**config.mk**
```make
export PLATFORM = sky130hd
export DESIGN_NAME = ipv4_range_vlan_tag_inserter
export DESIGN_NICKNAME = d
export VERILOG_FILES = /design/src/rtl/ivti_pkg.sv /design/src/rtl/ipv4_range_vlan_tag_inserter.sv /design/src/rtl/ivti_rules.sv /design/src/rtl/ivti_hold.sv
export VERILOG_INCLUDE_DIRS = /design/src /design/src/rtl
export SDC_FILE = /design/constraint.sdc
export NUM_CORES = 2
export LEC_CHECK = 0
export BUFFER_PORTS_ARGS = -buffer_cell sky130_fd_sc_hd__clkbuf_2
export CAP_MARGIN = 0
export CORE_MARGIN = 1
export CORE_UTILIZATION = 45
export CTS_CLUSTER_DIAMETER = 120
export DETAILED_ROUTE_END_ITERATION = 8
export PLACE_DENSITY = 0.67
export SYNTH_ARGS = -nofsm -noshare
export SYNTH_HDL_FRONTEND = slang
export SYNTH_SLANG_ARGS = --single-unit
```
**constraint.sdc**
```tcl
create_clock -name clk_i -period 13.65 [get_ports clk_i]
set_input_delay 1.365 -clock clk_i [delete_from_list [all_inputs] [get_ports clk_i]]
set_output_delay 1.365 -clock clk_i [all_outputs]
set_load 0.03 [all_outputs]
```
**src/rtl/assert_macros.svh**
```systemverilog
// assertion macros included by the top level rtl file
`ifndef ASSERT_MACROS_SVH
`define ASSERT_MACROS_SVH
`ifndef SYNTHESIS
`define ASSERT_IMPL(lbl, clk, rst_n, prop) \
  lbl: assert property (@(posedge clk) disable iff (!rst_n) prop) else $error("%m failed");
`define ASSERT_NEVER(lbl, clk, rst_n, expr) \
  lbl: assert property (@(posedge clk) disable iff (!rst_n) !(expr)) else $error("%m failed");
`else
`define ASSERT_IMPL(lbl, clk, rst_n, prop)
`define ASSERT_NEVER(lbl, clk, rst_n, expr)
`endif
`endif

```
**src/rtl/ivti_pkg.sv**
```systemverilog
// shared constants for the vlan tag inserter
package ivti_pkg;
  localparam int unsigned RuleSlotsDef = 16;
  localparam int unsigned HoldLen = 46;
  localparam logic [15:0] EthIpv4 = 16'h0800;
  localparam logic [7:0] TpidHigh = 8'h81;
  localparam logic [7:0] TpidLow = 8'h00;
  localparam logic [0:0] OpByte = 1'b0;
  localparam logic [0:0] OpLoad = 1'b1;
  localparam logic [0:0] RegRuleCount = 1'b0;
endpackage

```
**src/rtl/ipv4_range_vlan_tag_inserter.sv**
```systemverilog
// top level: collects header, searches rules, emits tagged frame
// sequence: after byte 46 the ethertype and address bytes are read from the hold memory,
// then the rule search compares one entry per cycle, up to rule_count entries (count capped at
// the slot count), then 50 bytes (46 held, 4 tag) are sent one per cycle unless stalled.
// throughput: one byte per cycle while collecting, or while streaming and not stalled; a
// stream byte is output in the cycle after it is accepted. reset is asynchronous active low
`include "assert_macros.svh"
module ipv4_range_vlan_tag_inserter #(
  parameter int unsigned RuleSlots = ivti_pkg::RuleSlotsDef,
  parameter int unsigned IdxW = (RuleSlots > 1) ? $clog2(RuleSlots) : 1
) (
  input  logic        clk_i,
  input  logic        rst_ni,
  input  logic        in_valid_i,
  output logic        in_stall_o,
  input  logic        operation_i,
  input  logic [7:0]  in_byte_i,
  input  logic        in_last_i,
  input  logic [3:0]  rule_index_i,
  input  logic [31:0] rule_ip_low_i,
  input  logic [31:0] rule_ip_high_i,
  input  logic [11:0] rule_vid_i,
  output logic        out_valid_o,
  input  logic        out_stall_i,
  output logic [7:0]  out_byte_o,
  output logic        out_last_o,
  input  logic        psel_i,
  input  logic        penable_i,
  input  logic        pwrite_i,
  input  logic [0:0]  paddr_i,
  input  logic [31:0] pwdata_i,
  output logic [31:0] prdata_o,
  output logic        pready_o
);
  // state and rule_count; memories are not cleared
  typedef enum logic [2:0] {
    S_IDLE, S_EA, S_EB, S_ADDR, S_SRCH, S_EMIT, S_STRM, S_DROP
  } state_e;

  state_e      state_q;
  logic [5:0]  pos_q;
  logic [4:0]  rule_count_q;
  logic [5:0]  rd_q;      // hold read address
  logic [5:0]  k_q;       // emitted/read step counter
  logic [15:0] eth_q;
  logic [31:0] addr_q;
  logic [8:0]  ri_q;      // rule index issued
  logic        rv_q;      // rule read pending
  logic        last_q;
  logic [11:0] vid_q;
  logic [7:0]  ob_q;
  logic        ol_q;
  logic        ov_q;
  logic [4:0]  ncap;

  logic        acc, cfg_we;
  logic        hwe;
  logic [5:0]  hraddr;
  logic [7:0]  hrdata;
  logic [75:0] rdata;
  logic [IdxW-1:0] rraddr;
  logic [IdxW-1:0] slot_map [16];

  assign ncap = (32'(rule_count_q) > RuleSlots) ? 5'(RuleSlots) : rule_count_q;
  assign pready_o = 1'b1;
  assign prdata_o = {27'd0, rule_count_q};
  assign cfg_we = psel_i & penable_i & pwrite_i & (paddr_i == ivti_pkg::RegRuleCount);
  assign in_stall_o = !((state_q == S_IDLE) || (state_q == S_DROP) ||
                        (state_q == S_STRM && !(ov_q && out_stall_i)));
  assign acc = in_valid_i & ~in_stall_o;
  assign out_valid_o = ov_q;
  assign out_byte_o = ob_q;
  assign out_last_o = ol_q;
  assign hwe = acc && operation_i == ivti_pkg::OpByte && state_q == S_IDLE;
  assign rraddr = IdxW'(ri_q);

  logic out_free;
  assign out_free = !ov_q || !out_stall_i;

  // rule slot for each index, wrapped at the slot count
  always_comb begin
    for (int i = 0; i < 16; i++) slot_map[i] = IdxW'(i % RuleSlots);
  end

  // hold read address runs one byte ahead of the replay
  always_comb begin
    hraddr = rd_q;
    if (state_q == S_SRCH) hraddr = '0;
    else if (state_q == S_EMIT && out_free && k_q != 6'd11 && k_q != 6'd12 &&
             k_q != 6'd13 && k_q != 6'd14 && k_q != 6'd49)
      hraddr = rd_q + 6'd1;
  end

  ivti_hold u_hold (
    .clk_i(clk_i), .we_i(hwe), .waddr_i(pos_q), .wdata_i(in_byte_i),
    .raddr_i(hraddr), .rdata_o(hrdata)
  );

  ivti_rules #(.RuleSlots(RuleSlots), .IdxW(IdxW)) u_rules (
    .clk_i(clk_i),
    .we_i(acc && operation_i == ivti_pkg::OpLoad),
    .waddr_i(slot_map[rule_index_i]),
    .wdata_i({rule_ip_low_i, rule_ip_high_i, rule_vid_i}),
    .raddr_i(rraddr), .rdata_o(rdata)
  );

  // control sequencer
  always_ff @(posedge clk_i or negedge rst_ni) begin
    if (!rst_ni) begin
      state_q <= S_IDLE; pos_q <= '0; rule_count_q <= '0; ov_q <= 1'b0;
      rv_q <= 1'b0; rd_q <= '0; k_q <= '0; ri_q <= '0;
      last_q <= 1'b0; eth_q <= '0; addr_q <= '0; vid_q <= '0;
      ob_q <= '0; ol_q <= 1'b0;
    end else begin
      if (cfg_we) rule_count_q <= pwdata_i[4:0];
      if (ov_q && !out_stall_i) ov_q <= 1'b0;
      case (state_q)
        S_IDLE: begin
          if (acc && operation_i == ivti_pkg::OpByte) begin
            if (pos_q == 6'(ivti_pkg::HoldLen - 1)) begin
              pos_q <= '0; last_q <= in_last_i; rd_q <= 6'd12; state_q <= S_EA;
            end else pos_q <= in_last_i ? 6'd0 : pos_q + 6'd1;
          end
        end
        // read ethertype and address bytes, one per cycle
        S_EA: begin rd_q <= 6'd13; state_q <= S_EB; k_q <= '0; end
        S_EB: begin
          eth_q[15:8] <= hrdata; rd_q <= 6'd30; state_q <= S_ADDR;
        end
        S_ADDR: begin
          if (k_q == 6'd0) eth_q[7:0] <= hrdata;
          else addr_q <= {addr_q[23:0], hrdata};
          if (rd_q < 6'd33) rd_q <= rd_q + 6'd1;
          k_q <= k_q + 6'd1;
          if (k_q == 6'd4) begin
            state_q <= S_SRCH; ri_q <= '0; rv_q <= 1'b0;
          end
        end
        // one rule compared per cycle
        S_SRCH: begin
          rv_q <= (ri_q < 9'(ncap)) && (eth_q == ivti_pkg::EthIpv4);
          ri_q <= ri_q + 9'd1;
          if (rv_q && rdata[75:44] <= addr_q && rdata[43:12] >= addr_q) begin
            vid_q <= rdata[11:0]; state_q <= S_EMIT; rd_q <= '0; k_q <= '0;
          end else if (ri_q > 9'(ncap) || eth_q != ivti_pkg::EthIpv4) begin
            state_q <= last_q ? S_IDLE : S_DROP;
          end
        end
        // replay 50 bytes: 12 mac, 4 tag, 34 held
        S_EMIT: begin
          if (out_free) begin
            ov_q <= 1'b1; ol_q <= 1'b0;
            case (k_q)
              6'd12: ob_q <= ivti_pkg::TpidHigh;
              6'd13: ob_q <= ivti_pkg::TpidLow;
              6'd14: ob_q <= {4'd0, vid_q[11:8]};
              6'd15: ob_q <= vid_q[7:0];
              default: ob_q <= hrdata;
            endcase
            if (k_q == 6'd49) begin
              ol_q <= last_q; state_q <= last_q ? S_IDLE : S_STRM;
            end
            k_q <= k_q + 6'd1;
            if (k_q != 6'd11 && k_q != 6'd12 && k_q != 6'd13 && k_q != 6'd14)
              rd_q <= rd_q + 6'd1;
          end
        end
        S_STRM: begin
          if (acc && operation_i == ivti_pkg::OpByte) begin
            ov_q <= 1'b1; ob_q <= in_byte_i; ol_q <= in_last_i;
            if (in_last_i) state_q <= S_IDLE;
          end
        end
        S_DROP: begin
          if (acc && operation_i == ivti_pkg::OpByte && in_last_i) state_q <= S_IDLE;
        end
        default: state_q <= S_IDLE;
      endcase
    end
  end

  `ASSERT_IMPL(a_stall_out_hold, clk_i, rst_ni, (ov_q && out_stall_i) |=> (ov_q && $stable(ob_q)))
  `ASSERT_NEVER(a_pos_range, clk_i, rst_ni, pos_q >= 6'(ivti_pkg::HoldLen))
  `ASSERT_NEVER(a_emit_count, clk_i, rst_ni, state_q == S_EMIT && k_q > 6'd49)
endmodule

```
**src/rtl/ivti_rules.sv**
```systemverilog
// rule table memory: one write port, one registered read port
module ivti_rules #(
  parameter int unsigned RuleSlots = ivti_pkg::RuleSlotsDef,
  parameter int unsigned IdxW = (RuleSlots > 1) ? $clog2(RuleSlots) : 1
) (
  input  logic            clk_i,
  input  logic            we_i,
  input  logic [IdxW-1:0] waddr_i,
  input  logic [75:0]     wdata_i,
  input  logic [IdxW-1:0] raddr_i,
  output logic [75:0]     rdata_o
);
  logic [75:0] mem [RuleSlots];

  // write and registered read
  always_ff @(posedge clk_i) begin
    if (we_i) mem[waddr_i] <= wdata_i;
    rdata_o <= mem[raddr_i];
  end
endmodule

```
**src/rtl/ivti_hold.sv**
```systemverilog
// header hold buffer memory with registered read
module ivti_hold (
  input  logic       clk_i,
  input  logic       we_i,
  input  logic [5:0] waddr_i,
  input  logic [7:0] wdata_i,
  input  logic [5:0] raddr_i,
  output logic [7:0] rdata_o
);
  logic [7:0] mem [ivti_pkg::HoldLen];

  always_ff @(posedge clk_i) begin
    if (we_i) mem[waddr_i] <= wdata_i;
    rdata_o <= mem[raddr_i];
  end
endmodule
```
After elaboration in Yosys (flattened, before gate mapping)
Memory sizes are Yosys's and may differ from the RTL's. A register that Yosys moved wholly into a read port is not among the register bits.
Cells that the tools add are included.
Cells by class
  add/sub/neg operators: 4
  order comparisons: 7
  equal/unequal tests: 33
  muxes and demuxes: 49
  bitwise logic cells: 8
  reduce and logical (&&, ||, !) cells: 43
Operators by type and width (count)
  two-way mux 6 bit: 11
  two-way mux 3 bit: 12
  case mux 6 bit (6 select lines): 1
  greater-or-equal comparator 32 bit: 1
  less-or-equal comparator 32 bit: 1
  case mux 8 bit (4 select lines): 1
  == test 6 x 4 -> 1 bit (second input constant): 4
  inequality test 6 x 4 -> 1 bit (second input constant): 4
  case mux 3 bit (8 select lines): 1
  case mux 6 bit (4 select lines): 1
  logical AND 1 bit: 19
  adder 6 x 1 -> 6 bit (second input constant): 3
  case mux 9 bit (2 select lines): 1
  == test 16 x 12 -> 1 bit (second input constant): 1
  two-way mux 8 bit: 2
  inequality test 16 x 12 -> 1 bit (second input constant): 1
  case mux 8 bit (2 select lines): 1
  inequality test 2 x 1 -> 1 bit (second input constant): 7
  == test 3 bit (second input constant): 4
  == test 6 bit (second input constant): 2
  two-way mux 1 bit: 11
  AND reduction 2 bit: 5
  adder 9 x 1 -> 9 bit (second input constant): 1
  greater-than comparator 9 x 5 -> 1 bit: 1
  other kinds (27): 48
Word-level totals
  register bits after elaboration: 107
  RAM bits: 1584
  memory bits (read-only): 64
  bits of input ports: 130
  word-level logic and storage cells: 162
  memories kept: 3
Memory list
  u_rules.mem: words 16, bits a word 76, read ports 1, clocked after Yosys merged registers in 1, write ports 1, RTL line ivti_rules.sv:13  | logic [75:0] mem [RuleSlots];
  u_hold.mem: words 46, bits a word 8, read ports 1, clocked after Yosys merged registers in 1, write ports 1, RTL line ivti_hold.sv:10  | logic [7:0] mem [ivti_pkg::HoldLen];
  (name not given): words 16, bits a word 4, read ports 1, clocked after Yosys merged registers in 0, write ports 0, RTL line ipv4_range_vlan_tag_inserter.sv:102  | .waddr_i(slot_map[rule_index_i]),

Logic depth before layout (Yosys ltp)
  depth after elaboration: 10
  gate-level depth with buffers: 14
  gate-level depth less buffers: 11

Modules after synthesis
From an unflattened synthesis, not the netlist that was laid out.
Unflattened totals
  cell total of the unflattened synthesis: 3484
  area, all modules: 68793.5 um^2
Modules (own cells, without submodules)
  ivti_rules: times used 1, cells an instance 1952, area each 46982.6 um^2, seq. area each 38036.5 um^2
  ivti_hold: times used 1, cells an instance 774, area each 14838.0 um^2, seq. area each 11210.8 um^2
  ipv4_range_vlan_tag_inserter: times used 1, cells an instance 758, area each 6972.9 um^2, seq. area each 2677.6 um^2

Worst setup path after synthesis
OpenSTA, ideal clock, no wires.
  kind: input port to flip-flop
  start: input out_stall_i
  end: memory u_rules.mem[0][0], enable pin
  setup time: 621 ps
  arrival: 7791 ps
  required time: 13029 ps
  setup slack: 5238 ps
  cell stages on the path: 5
  cell sequence: nand2_1 -> o21a_1 -> a21oi_1 -> nor4_1 -> nor3b_1
Between the ends
  cells in the longest elaborated chain, start to end: 8
Ends and longest elaborated chain
  from (decl): RTL line ipv4_range_vlan_tag_inserter.sv:24  | input logic out_stall_i,
  logical AND 1 bit: RTL line ipv4_range_vlan_tag_inserter.sv:69  | (state_q == S_STRM && !(ov_q && out_stall_i)));
  logical NOT 1 bit: RTL line ipv4_range_vlan_tag_inserter.sv:69
  logical AND 1 bit: RTL line ipv4_range_vlan_tag_inserter.sv:69
  logical OR 1 bit: RTL line ipv4_range_vlan_tag_inserter.sv:68  | assign in_stall_o = !((state_q == S_IDLE) || (state_q == S_DROP) ||
  AND 1 bit: RTL line ipv4_range_vlan_tag_inserter.sv:70  | assign acc = in_valid_i & ~in_stall_o;
  logical AND 1 bit: RTL line ipv4_range_vlan_tag_inserter.sv:101  | .we_i(acc && operation_i == ivti_pkg::OpLoad),
  two-way mux 1 bit: RTL line ivti_rules.sv:17  | if (we_i) mem[waddr_i] <= wdata_i;
  two-way mux 1 bit (implied by the code): RTL line ivti_rules.sv:17
  to (decl): RTL line ivti_rules.sv:13
No other way between the ends.

Final worst setup path
  start: register k_q[0]
  end: register u_hold.rdata_o[3] (read register of u_hold.mem)
Between the ends
  cells in the longest elaborated chain, start to end: 8
  elaborated cells on any way between the ends: 12
  classes of those cells: 5 x eq/ne; 2 x mux; 5 x reduce/logical
Ends and longest elaborated chain
  from (decl): RTL line ipv4_range_vlan_tag_inserter.sv:44  | logic [5:0] k_q;
  from (signal assigned): RTL line ipv4_range_vlan_tag_inserter.sv:134  | k_q <= k_q + 6'd1;
  from (signal assigned): RTL line ipv4_range_vlan_tag_inserter.sv:163  | k_q <= k_q + 6'd1;
  inequality test 6 x 4 -> 1 bit: RTL line ipv4_range_vlan_tag_inserter.sv:89  | else if (state_q == S_EMIT && out_free && k_q != 6'd11 && k_q != 6'd12 &&
  logical AND 1 bit (3 in series): RTL line ipv4_range_vlan_tag_inserter.sv:89
  logical AND 1 bit: RTL line ipv4_range_vlan_tag_inserter.sv:90  | k_q != 6'd13 && k_q != 6'd14 && k_q != 6'd49)
  logical AND 1 bit *: RTL line ipv4_range_vlan_tag_inserter.sv:90
  two-way mux 6 bit *: RTL line ipv4_range_vlan_tag_inserter.sv:89
  two-way mux 6 bit *: RTL line ipv4_range_vlan_tag_inserter.sv:88  | if (state_q == S_SRCH) hraddr = '0;
  to (decl): RTL line ivti_hold.sv:8  | output logic [7:0] rdata_o
Every way passes the cells marked *; elsewhere a longest branch is shown, timed or not.
A chain may end at the register's enable or synchronous reset.

==> insert_results.sql <==
INSERT INTO impl_metrics (metric_group, metric, value, unit) VALUES
('status', 'status', 'complete, no violations', ''),
('pwr', 'static-leakage-power', '0.02633', 'uW'),
('timing', 'rsz0062_at_grt', 'false', ''),
('timing', 'max_freq', '182.1', 'MHz'),
('critical_path', 'critical_path.max_stage_delay', '0.87', 'ns'),
('pwr', 'peakVddDrop', '0.0002231', 'V'),
('grt', 'gr-total-overflow', '0', ''),
('critical_path', 'worst_path_top_cell_family_by_delay', 'compound AO/OA/AOI/OAI gates', ''),
('logic_synthesis', 'synth.cell_area', '0.06979', 'mm2'),
('logic_synthesis', 'postSynthRegisterBits', '1775', ''),
('cells_and_area', 'post-route-util', '50.81', '%'),
('floorplanning', 'io_pins', '174', ''),
('cells_and_area', 'final_net_count', '4494', ''),
('timing', 'whs', '0.4464', 'ns'),
('logic_synthesis', 'synth_cells', '4141', ''),
('place', 'gp_congestion', '0.8472', ''),
('clock_tree', 'tritoncts.num_buffers', '176', ''),
('flow_run', 'max-cap-violations', '0', ''),
('critical_path', 'cp_slowest_cell', 'a21o_4', ''),
('timing', 'finalCritPeriodShare', '40.24', '%'),
('logic_synthesis', 'syn_avg_cell_area', '16.85', 'um2'),
('worst_hold_path', 'min_delay_path_depth', '1', ''),
('pwr', 'switching_power', '4779', 'uW'),
('logic_synthesis', 'synth.yosys.seq_area_share', '74.40', '%'),
('logic_synthesis', 'synth_top_cells_by_area', 'edfxtp_1 (68%), mux4_2 (5.1%), dfrtp_1 (3.8%), mux2i_1 (3.6%), dfxtp_1 (2.4%)', ''),
('floorplanning', 'die-area', '0.1567', 'mm2'),
('routing', 'via_per_inst', '5.785', ''),
('logic_synthesis', 'yosys_most_used_dff', 'edfxtp_1', ''),
('floorplanning', 'effective_utilization_at_floorplan', '45.30', '%'),
('pwr', 'seq_power_share', '42.7', '%'),
('timing', 'hold_viol_final', '0', ''),
('clock_tree', 'tritoncts_num_sinks', '1775', ''),
('logic_synthesis', 'post-synth-top-area-cell', 'edfxtp_1', ''),
('timing', 'fin_worst_skew', '0.07125', 'ns'),
('logic_synthesis', 'yosysWarnings', '0', ''),
('timing', 'fin_tns_setup', '0', 'ns'),
('critical_path', 'cp_num_buf_inv', '2', ''),
('logic_synthesis', 'synth_enable_flop_cells', '1584', ''),
('critical_path', 'critical_path.cell_chain', 'inv_1, ha_1, nor4b_1, o31ai_2, nor2_2, a21o_4, buf_4, a21oi_1, a22o_1, a22oi_1, o2111ai_1, nor4_2', ''),
('grt', 'first_global_vias', '37190', ''),
('critical_path', 'path_max_fanout', '84', ''),
('cells_and_area', 'p_r_area_growth_vs_syn', '12.16', '%'),
('worst_hold_path', 'hold_class', 'register to register', ''),
('clock_tree', 'hold_buffers', '0', ''),
('pwr', 'pwr-share-comb', '26.2', '%'),
('place', 'preCtsSetupSlack', '8.067', 'ns'),
('timing', 'final.setup.worst_slack', '8.158', 'ns'),
('routing', 'initialDrtViolationCount', '3538', ''),
('floorplanning', 'site_rows', '144', ''),
('cells_and_area', 'mostFrequentLayoutCell', 'edfxtp_1', ''),
('timing', 'maxSlewViolCount', '0', ''),
('critical_path', 'cp-start-kind', 'register', ''),
('logic_synthesis', 'ys_async_sr_fraction', '6.028', '%'),
('pwr', 'power_report.internal_total', '10510', 'uW'),
('critical_path', 'timing.critical_path.to_type', 'register', ''),
('routing', 'ant_nets', '0', ''),
('critical_path', 'worst_r2r_path_depth', '12', ''),
('grt', 'largest_net_degree_at_the_start_of_global_routing', '128', ''),
('cells_and_area', 'post_route_cells_drive_above_1_share', '17.30', '%'),
('pwr', 'swShare', '31.26', '%'),
('clock_tree', 'cts_tree', 'yes', ''),
('critical_path', 'cp_data_arrival_time', '6.18', 'ns'),
('timing', 'final_period_minus_worst_setup_slack', '5.492', 'ns'),
('cells_and_area', 'most-common-layout-cells', 'edfxtp_1 (1584), nand2_1 (411), mux2i_1 (251)', ''),
('clock_tree', 'clock_tree.buffer_depth', '3', ''),
('critical_path', 'worstSetupPathDepth', '12', ''),
('place', 'placement.io_buffers', '118', ''),
('clock_tree', 'post_cts_resized', '0', ''),
('routing', 'avgRoutedWirePerCell', '25.41', 'um'),
('routing', 'route.final.wire_length', '164.9', 'mm'),
('timing', 'timing_worst_slew_pin_value', '1.253', 'ns');
## cells in the mapped netlist, types with 16 or more instances
library cell and count:
buf_1 43, buf_2 30, ha_1 78, nand4_1 29
a22oi_1 107, inv_1 47, nand2_1 412, a22o_1 18
nand3_1 96, a32oi_1 16, mux4_2 159, nor2_1 92
a21o_1 16, mux2_2 120, dfxtp_1 84, a21oi_1 174
mux2i_1 251, clkbuf_1 119, a31oi_1 24, a221oi_1 77
o21ai_0 227, buf_4 39, edfxtp_1 1584, dfrtp_1 107
## power groups by stage
stage	Clock (uW)	Sequential, uW	Combinational [uW]
3_5_place_dp	0	6640	4010
3_3_place_gp	0	6640	3950
2_1_floorplan	0	6450	3060
6_report	4750	6530	4010
5_1_grt	5020	6560	4370
4_1_cts	4820	6530	4030
## through the flow
| stage | power (uW) | cell area (um2) |
|---|---|---|
| floorplan | 9511 | 69890 |
| global placement | 10590 | 72530 |
| detailed placement | 10660 | 72530 |
| CTS | 15380 | 78260 |
| global route | 15950 | 78270 |
| finish | 15280 | 78270 |
## metal layers
| metal | routed length, um | share of wire, % | up-vias | global-route usage, % |
|---|---|---|---|---|
| met1 | 69070 | 42 | 19320 | 28.65 |
| met5 | 130 | 0.079 | - | 0 |
| met2 | 80830 | 49 | 1335 | 34.45 |
| met4 | 3389 | 2.1 | 20 | 5.302 |
| met3 | 11460 | 6.9 | 264 | 3.563 |
| li1 | - | - | 16600 | - |
## sequential cells by signal, indices dropped and copies added, names as in the netlist
| name | flops |
|---|---|
| last_q | 1 |
| state_q | 3 |
| k_q | 6 |
| rule_count_q | 5 |
| vid_q | 12 |
| u_rules.mem | 1216 |
| rd_q | 6 |
| u_hold.rdata_o | 8 |
| u_hold.mem | 368 |
| out_byte_o | 8 |
| eth_q | 16 |
| rv_q | 1 |
| out_valid_o | 1 |
| ri_q | 9 |
| pos_q | 6 |
| out_last_o | 1 |
| addr_q | 32 |
| u_rules.rdata_o | 76 |
## worst paths after layout
path,startpoint,end,slack (ns)
max,k_q[0],u_hold.rdata_o[3],8.16
min in group asynchronous,rst_ni,out_byte_o[6],0.46
min,u_rules.rdata_o[2],vid_q[2],0.45
max in group asynchronous,rst_ni,ri_q[2],11.54
max reg2reg,k_q[0],u_hold.rdata_o[3],8.16
min reg2reg,u_rules.rdata_o[2],vid_q[2],0.45
## cells by family (layout without fill, tap and decap cells)
| family | after synthesis | count (layout) | share of synthesized area, % |
|---|---|---|---|
| xor+xnor | 7 | 7 | 0.08785 |
| other cells | 2 | 32 | 0.01076 |
| compound gates | 732 | 732 | 6.793 |
| flops | 1775 | 1775 | 74.40 |
| fa+ha+maj | 78 | 78 | 1.398 |
| simple gates | 730 | 730 | 4.720 |
| buf+inv | 287 | 560 | 1.920 |
| mux | 530 | 530 | 10.67 |
## final cells by class
type	instances	area (um2)	area share, %
clock buffers	246	4964	6.341
diodes	4	10.01	0.01279
clock inverters	86	768.2	0.9815
inverters	47	176.4	0.2254
repair buffers	181	1104	1.410
flip-flops and latches	1775	51940	66.36
multi-input cells	2105	16750	21.41
well taps	2044	2557	3.267
## worst reg2reg max path, cell delays in order, from the launching register on
cell,delay [ns]
dfrtp_1,0.42
inv_1,0.10
ha_1,0.27
nor4b_1,0.80
o31ai_2,0.25
nor2_2,0.62
a21o_4,0.87
buf_4,0.89
a21oi_1,0.19
a22o_1,0.27
a22oi_1,0.16
o2111ai_1,0.28
nor4_2,0.29
No activity file was read; power rests on OpenSTA's default activity.
